File: config.mk
export PLATFORM = sky130hd
export DESIGN_NAME = progression_run_offset_compressor
export DESIGN_NICKNAME = d
export VERILOG_FILES = /design/src/prc_pkg.sv /design/src/prc_run_tracker.sv /design/src/prc_emitter.sv /design/src/progression_run_offset_compressor.sv
export SDC_FILE = /design/constraint.sdc
export NUM_CORES = 2
export LEC_CHECK = 0
export ABC_AREA = 1
export BUFFER_PORTS_ARGS = -buffer_cell sky130_fd_sc_hd__buf_2
export CAP_MARGIN = 40
export CORE_MARGIN = 3
export CORE_UTILIZATION = 29
export CTS_BUF_LIST = sky130_fd_sc_hd__clkbuf_16
export CTS_CLUSTER_SIZE = 25
export DETAILED_ROUTE_END_ITERATION = 10
export MAX_ROUTING_LAYER = met4
export SLEW_MARGIN = 10
export SYNTH_ARGS = -nofsm -noshare
export SYNTH_HDL_FRONTEND = slang
export SYNTH_HIERARCHICAL = 1
export SYNTH_SLANG_ARGS = --single-unit
File: constraint.sdc
create_clock -name clk -period 6 [get_ports clk]
set_input_delay 1.5 -clock clk [delete_from_list [all_inputs] [get_ports clk]]
set_output_delay 1.5 -clock clk [all_outputs]
set_load 0.05 [all_outputs]
File: src/prc_pkg.sv
// Shared types and constants for the progression run offset compressor.
package prc_pkg;

	localparam int MIN_RUN_DEF  = 8;
	localparam int FLAG_BIT_DEF = 63;

	// MIN_RUN must be <= 15 (unchecked); a segment then holds <= 14 words.
	localparam int MIN_RUN_MAX = 15;
	localparam int CNT_W       = $clog2(MIN_RUN_MAX);

	localparam int WORD_W = 64;
	localparam int CFG_W  = 16;

	typedef enum logic [0:0] {
		CFG_COLUMN_DIM    = 1'b0,
		CFG_ROWS_PER_LOOP = 1'b1
	} cfg_reg_t;

	// One flushed run: words base, base+step, ... and, in marker form, the
	// marker word in place of the third word.
	typedef struct packed {
		logic [WORD_W-1:0] base;
		logic [WORD_W-1:0] step;
		logic [WORD_W-1:0] mword;
		logic [CNT_W-1:0]  cnt;
		logic              mark;
		logic              fin;
	} seg_t;

endpackage

File: src/prc_run_tracker.sv
// Run state and the flush segments that each offset produces.
module prc_run_tracker #(
	parameter int MIN_RUN  = prc_pkg::MIN_RUN_DEF,
	parameter int FLAG_BIT = prc_pkg::FLAG_BIT_DEF
) (
	input  logic                      clk,
	input  logic                      arst_n,
	input  logic                      fire,
	input  logic [prc_pkg::WORD_W-1:0] offset,
	input  logic                      is_last,
	input  logic [prc_pkg::CFG_W-1:0]  column_dim_size,
	input  logic [prc_pkg::CFG_W-1:0]  rows_per_loop,
	output prc_pkg::seg_t             seg_a,
	output prc_pkg::seg_t             seg_b
);
	import prc_pkg::*;

	localparam int LEN_W = FLAG_BIT + 1;
	localparam logic [WORD_W-1:0] FLAG_WORD = WORD_W'(1) << FLAG_BIT;
	localparam logic [WORD_W-1:0] FLAG_CAP  = FLAG_WORD + WORD_W'(1);
	localparam logic [LEN_W-1:0]  MIN_LEN   = LEN_W'(MIN_RUN);

	logic [LEN_W-1:0]  run_len_q;
	logic [WORD_W-1:0] run_step_q;
	logic [WORD_W-1:0] prev_q;
	logic [WORD_W-1:0] head0_q;

	logic [WORD_W-1:0] diff;
	logic [WORD_W-1:0] rows_cap;
	logic [WORD_W-1:0] cap;
	logic              join1;
	logic              extend;
	logic [LEN_W-1:0]  len_n;
	logic [WORD_W-1:0] step_n;
	logic [WORD_W-1:0] head0_n;

	function automatic seg_t make_seg(logic [WORD_W-1:0] base, logic [WORD_W-1:0] step,
			logic [LEN_W-1:0] len, logic fin);
		seg_t s;
		s.base  = base;
		s.step  = step;
		s.mark  = (len >= MIN_LEN);
		s.cnt   = s.mark ? CNT_W'(3) : len[CNT_W-1:0];
		s.mword = FLAG_WORD | WORD_W'(len - LEN_W'(2));
		s.fin   = fin;
		return s;
	endfunction

	always_comb begin
		diff     = offset - prev_q;
		rows_cap = (rows_per_loop < CFG_W'(2)) ? WORD_W'(2) : WORD_W'(rows_per_loop);
		cap      = (column_dim_size > CFG_W'(1) && rows_cap < FLAG_CAP) ? rows_cap : FLAG_CAP;
		join1    = (run_len_q == LEN_W'(1));
		extend   = (run_len_q >= LEN_W'(2)) && (diff == run_step_q)
			&& (WORD_W'(run_len_q) < cap);

		if (join1) begin
			head0_n = head0_q;
			step_n  = diff;
			len_n   = LEN_W'(2);
		end else if (extend) begin
			head0_n = head0_q;
			step_n  = run_step_q;
			len_n   = run_len_q + LEN_W'(1);
		end else begin
			head0_n = offset;
			step_n  = '0;
			len_n   = LEN_W'(1);
		end

		// The open run is flushed when the new offset starts a run of its own.
		seg_a = make_seg(head0_q, run_step_q, run_len_q, 1'b0);
		if (join1 || extend) begin
			seg_a.cnt = '0;
		end

		// The offset marked last flushes whatever run is open after it.
		seg_b = make_seg(head0_n, step_n, len_n, 1'b1);
		if (!is_last) begin
			seg_b.cnt = '0;
		end
	end

	always_ff @(posedge clk or negedge arst_n) begin
		if (!arst_n) begin
			run_len_q  <= '0;
			run_step_q <= '0;
			prev_q     <= '0;
		end else if (fire) begin
			run_len_q  <= is_last ? '0 : len_n;
			run_step_q <= step_n;
			prev_q     <= offset;
		end
	end

	always_ff @(posedge clk) begin
		if (fire) begin
			head0_q <= head0_n;
		end
	end

	a_last_closes_run: assert property (@(posedge clk) disable iff (!arst_n)
		fire && is_last |=> run_len_q == '0)
		else $error("run left open after the last offset");

	a_single_has_no_step: assert property (@(posedge clk) disable iff (!arst_n)
		run_len_q == LEN_W'(1) |-> run_step_q == '0)
		else $error("one-element run carries a step");

	a_last_emits: assert property (@(posedge clk) disable iff (!arst_n)
		fire && is_last |-> seg_b.cnt != '0)
		else $error("last offset produced no final segment");

endmodule

File: src/prc_emitter.sv
// Serializes up to two flush segments into one word per handshake.
module prc_emitter (
	input  logic                       clk,
	input  logic                       arst_n,
	input  logic                       load,
	input  prc_pkg::seg_t              seg_a,
	input  prc_pkg::seg_t              seg_b,
	output logic                       can_load,
	output logic                       out_valid,
	input  logic                       out_ready,
	output logic [prc_pkg::WORD_W-1:0] word,
	output logic                       is_marker,
	output logic                       is_final
);
	import prc_pkg::*;

	seg_t cur_q;
	seg_t pend_q;
	logic last_word;

	always_comb begin
		last_word = (cur_q.cnt == CNT_W'(1));
		out_valid = (cur_q.cnt != '0);
		is_marker = cur_q.mark && last_word;
		is_final  = cur_q.fin && last_word;
		word      = is_marker ? cur_q.mword : cur_q.base;
		can_load  = (cur_q.cnt == '0) || (last_word && pend_q.cnt == '0 && out_ready);
	end

	always_ff @(posedge clk or negedge arst_n) begin
		if (!arst_n) begin
			cur_q  <= '0;
			pend_q <= '0;
		end else if (load) begin
			if (seg_a.cnt != '0) begin
				cur_q  <= seg_a;
				pend_q <= seg_b;
			end else begin
				cur_q      <= seg_b;
				pend_q.cnt <= '0;
			end
		end else if (out_valid && out_ready) begin
			if (last_word) begin
				cur_q      <= pend_q;
				pend_q.cnt <= '0;
			end else begin
				cur_q.cnt  <= cur_q.cnt - CNT_W'(1);
				cur_q.base <= cur_q.base + cur_q.step;
			end
		end
	end

	a_pend_behind_cur: assert property (@(posedge clk) disable iff (!arst_n)
		pend_q.cnt != '0 |-> cur_q.cnt != '0)
		else $error("queued segment with nothing being sent");

	a_final_is_last: assert property (@(posedge clk) disable iff (!arst_n)
		out_valid && is_final |-> pend_q.cnt == '0)
		else $error("final word sent ahead of queued words");

	a_load_shows: assert property (@(posedge clk) disable iff (!arst_n)
		load && (seg_a.cnt != '0 || seg_b.cnt != '0) |=> out_valid)
		else $error("loaded segment did not reach the output");

endmodule

File: src/progression_run_offset_compressor.sv
// Top level of the progression run offset compressor.
//
// Offsets enter on the in channel (offset, is_last) one word per handshake
// and are cut into arithmetic runs. Results leave on the out channel as
// words: raw offsets, or for a run of at least MIN_RUN elements its first
// two offsets followed by a marker word (is_marker high) holding the flag
// bit and the run length minus two. is_final marks the last word of a list.
// The cfg channel writes column_dim_size (index 0) and rows_per_loop
// (index 1); it is always ready. It must be written by the user only while
// the block idles; the block itself does not enforce this. An accepted
// offset lands in an input register; once the emitter can take the result,
// the run tracker updates the run and hands any flushed run to the emitter,
// whose register drives the out channel. With the emitter idle, or on its
// last word with nothing queued and the receiver ready, offsets that only
// extend a run flow in at one per cycle. An offset that flushes words holds
// intake until the emitter is on the last of them, even with the receiver
// always ready, since the emitter sends one word per cycle.
// Reset clears the open run, the registers go to column_dim_size = 1 and
// rows_per_loop = 65535, and no word is pending. When the receiver stalls,
// the current word holds and intake stops once the input register fills.
module progression_run_offset_compressor #(
	parameter int MIN_RUN  = prc_pkg::MIN_RUN_DEF,
	parameter int FLAG_BIT = prc_pkg::FLAG_BIT_DEF
) (
	input  logic                       clk,
	input  logic                       arst_n,
	input  logic                       in_valid,
	output logic                       in_ready,
	input  logic [prc_pkg::WORD_W-1:0] offset,
	input  logic                       is_last,
	output logic                       out_valid,
	input  logic                       out_ready,
	output logic [prc_pkg::WORD_W-1:0] word,
	output logic                       is_marker,
	output logic                       is_final,
	input  logic                       cfg_valid,
	output logic                       cfg_ready,
	input  prc_pkg::cfg_reg_t          cfg_index,
	input  logic [prc_pkg::CFG_W-1:0]  cfg_data
);
	import prc_pkg::*;

	logic              valid_s1;
	logic [WORD_W-1:0] offset_s1;
	logic              is_last_s1;

	logic [CFG_W-1:0] column_dim_size_q;
	logic [CFG_W-1:0] rows_per_loop_q;

	logic can_load;
	logic fire;
	seg_t seg_a;
	seg_t seg_b;

	// The input register moves on whenever the emitter can take what the
	// tracker produces from it.
	assign fire      = valid_s1 && can_load;
	assign in_ready  = !valid_s1 || fire;
	assign cfg_ready = 1'b1;

	always_ff @(posedge clk or negedge arst_n) begin
		if (!arst_n) begin
			valid_s1 <= 1'b0;
		end else if (in_ready) begin
			valid_s1 <= in_valid;
		end
	end

	always_ff @(posedge clk) begin
		if (in_valid && in_ready) begin
			offset_s1  <= offset;
			is_last_s1 <= is_last;
		end
	end

	always_ff @(posedge clk or negedge arst_n) begin
		if (!arst_n) begin
			column_dim_size_q <= CFG_W'(1);
			rows_per_loop_q   <= CFG_W'(65535);
		end else if (cfg_valid) begin
			case (cfg_index)
				CFG_COLUMN_DIM: begin
					column_dim_size_q <= cfg_data;
				end
				CFG_ROWS_PER_LOOP: begin
					rows_per_loop_q <= cfg_data;
				end
				default: begin
				end
			endcase
		end
	end

	prc_run_tracker #(
		.MIN_RUN  (MIN_RUN),
		.FLAG_BIT (FLAG_BIT)
	) u_tracker (
		.clk             (clk),
		.arst_n          (arst_n),
		.fire            (fire),
		.offset          (offset_s1),
		.is_last         (is_last_s1),
		.column_dim_size (column_dim_size_q),
		.rows_per_loop   (rows_per_loop_q),
		.seg_a           (seg_a),
		.seg_b           (seg_b)
	);

	prc_emitter u_emitter (
		.clk       (clk),
		.arst_n    (arst_n),
		.load      (fire),
		.seg_a     (seg_a),
		.seg_b     (seg_b),
		.can_load  (can_load),
		.out_valid (out_valid),
		.out_ready (out_ready),
		.word      (word),
		.is_marker (is_marker),
		.is_final  (is_final)
	);

endmodule
==> impl_results.md <==
* Final #Nets at 8625
* Mean Syn Cell Area at 6.66 um^2
* Period minus WS final at 5770 ps
* Power share of the clock group at 13.2%
* Via density at 5.00
* Final setup fails at 0
* Routed Antenna Nets at 0
* CTS Buf Count at 93
* Hold_buf cts at 0
* Worst Hold Class: reg2reg
* DP HPWL at 183000 um
* Slew HR at 30.9%
* Design Power at 0.0441 W
* Post-Syn Instances at 8304
* Internal power at 0.0193 W
* Drt wl/cell at 21.4 um
* Sequential share of power at 21.5%
* Initial core utilization at 29.3%
* Vias in the first global route at 51999
* Post-route setup TNS at 0 ps
* Clock Sinks at 749
* Largest fanout on the critical path at 12
* Area grow syn2layout at 12.8%
* Sw Share at 56.2%
* Initial antenna violation count at 1
* Root buffer cell: clkbuf_16
* Die Height at 443 um
* Via count at 54836
* CORE AREA at 189000 um^2
* Arr. time, crit path at 6370 ps
* Post-CTS Setup Inserts at 0
* Worst-skew pair later-pin latency at 750 ps
* CTS Buffer Depth at 3
* Max Freq at 0.173 GHz
* Sw power at 0.0248 W
* CP endpoint kind: flop
* Final Cycle Share at 96.2%
* Io pins at 156
* Count of final max-slew check failures at 0
* Setup CP Type: reg2reg
* Power Density at 707 nW/um^2
* Worst Tran Pin Value at 1040 ps
* Netlist Area Pre-Place at 55300 um^2
* Die span in x at 443 um
* Cell row count at 159
* CTS tree: done
* Clock skew at 40.7 ps
* Worst endpoint required time at 6600 ps
* VDD IR max at 524 uV
* Worst-path clk slew at 60 ps
* Post-Route WL at 234000 um
* Largest net degree at the start of global routing at 176
* GRT Total Usage at 23.9%
* RSZ-0062 raised after global routing: no
* Crit path launch type: flop
* Die area at 196000 um^2
* 1st-iter DRT viols at 5584
* Proportion of layout cells with a drive suffix above 1 at 9.10%
* Remaining DRCs at 0
* Comb power frac at 65.3%
* Max cap viols at 0
* Filler instances at 20652
* Ys Warns at 6
* IO Port Bufs at 154
* Fin. Hold Viols at 0
* GP Congestion at 1.00
* Status: finished clean
* Grt total ovfl at 0
* First-pass GRT wire length at 342000 um
* Pre-antenna DRT Iters at 6
* H-tree Lvls at 3
* Leakage at 32.0 nW
layout by cell type (no fill, tap or decap), drive strengths merged, types with 6 or more instances in the layout:
cell type and instances:
a21oi 208, a31oi 150, and2 16, buf 293, bufinv 10, clkbuf 94
clkinv 41, clkinvlp 6, conb 7, dfrtp 604, dfstp 16, edfxtp 129
ha 152, inv 1391, mux2 63, mux2i 11, nand2 2785, nand3 491
nand3b 23, nand4 70, nor2 794, nor3 84, nor4 29, o211ai 147
o21ai 506, o21bai 15, o22ai 57, o32ai 18, o41ai 30, xnor2 17
xor2 164
power groups by stage:
stage | Sequential (W) | Combinational, W | Clock (W)
after floorplan | 0.00856 | 0.0198 | 0
after global placement | 0.00955 | 0.0281 | 0
after detailed placement | 0.00960 | 0.0284 | 0
after CTS | 0.00952 | 0.0285 | 0.00598
after global routing | 0.00967 | 0.0319 | 0.00616
final | 0.00947 | 0.0288 | 0.00581
through the flow:
step	util (%)	worst slack, ps	std cells	hold slack, ps	area (um^2)
final	33.1	226	10961	471	62400
after global placement	31.4	263	10775	450	59100
after CTS	33.0	196	10958	472	62300
after floorplan	-	370	8308	437	55300
after detailed placement	31.4	241	10782	458	59200
after global routing	33.1	14.5	10960	489	62400
worst max-delay path, cell delays in order (launching register included):
cell and delay (ps):
dfrtp_1 480, nor2_1 350, nand2_1 90, nor2_1 450, nand2_2 120, nor2_2 490
nand2_1 140, nor2_2 590, nor3_1 160, nand3_1 130, nor2_1 80, nand4_1 200
nor2_1 70, nand2_1 70, nor2_1 90, buf_4 200, nand2_2 60, buf_4 220
a21oi_1 100, nor2_1 230, nand2_1 100, nor2_2 530, nand2_1 160, xor2_1 180
inv_1 80, nand2_1 60, o211ai_1 120, a31oi_1 100
per-layer routing:
| layer | vias up | share of wire (%) | track usage, % |
|---|---|---|---|
| met3 | 330 | 6.3 | 3.00 |
| li1 | 26551 | - | - |
| met1 | 26167 | 44 | 31.3 |
| met4 | 0 | 4.7 | 9.62 |
| met5 | - | 0 | - |
| met2 | 1788 | 45 | 37.4 |
worst paths after layout:
check	slack, ps	cells past startpoint	startpoint	endpoint
worst max-delay path	230	27	u_tracker/run_len_q[14]	u_emitter/cur_q[45]
worst min-delay path	470	2	rows_per_loop_q[0]	rows_per_loop_q[0]
worst max register to register	230	27	u_tracker/run_len_q[14]	u_emitter/cur_q[45]
worst min register to register	470	2	rows_per_loop_q[0]	rows_per_loop_q[0]
max in group asynchronous	3860	2	arst_n	u_tracker/prev_q[32]
min in group asynchronous	780	1	arst_n	u_tracker/run_len_q[23]
repair_timing:
item	4_1_cts	5_1_grt
hold endpoints to repair	0	0
setup endpoints to repair	0	25
gates resized for setup	0	5
sequential cells by signal, summed over array words and instances, names as in the netlist:
| register | cells |
|---|---|
| column_dim_size_q | 15 |
| is_last_s1 | 1 |
| offset_s1 | 64 |
| rows_per_loop_q | 16 |
| u_emitter/cur_q | 198 |
| u_emitter/pend_q | 198 |
| u_tracker/head0_q | 64 |
| u_tracker/prev_q | 64 |
| u_tracker/run_len_q | 64 |
| u_tracker/run_step_q | 64 |
| valid_s1 | 1 |
cell type report:
class                           instances  area, um^2  area share, %
Multi-Input combinational cell       5880       29400           47.1
Clock inverter                         82         723           1.16
Antenna cell                            1        2.50        0.00401
Timing Repair Buffer                  294        2260           3.62
Tap cell                             2495        3120           5.00
Clock buffer                           94        2350           3.77
Inverter                             1366        5160           8.28
Sequential cell                       749       19400           31.1
(Power assumes the default switching activity.)
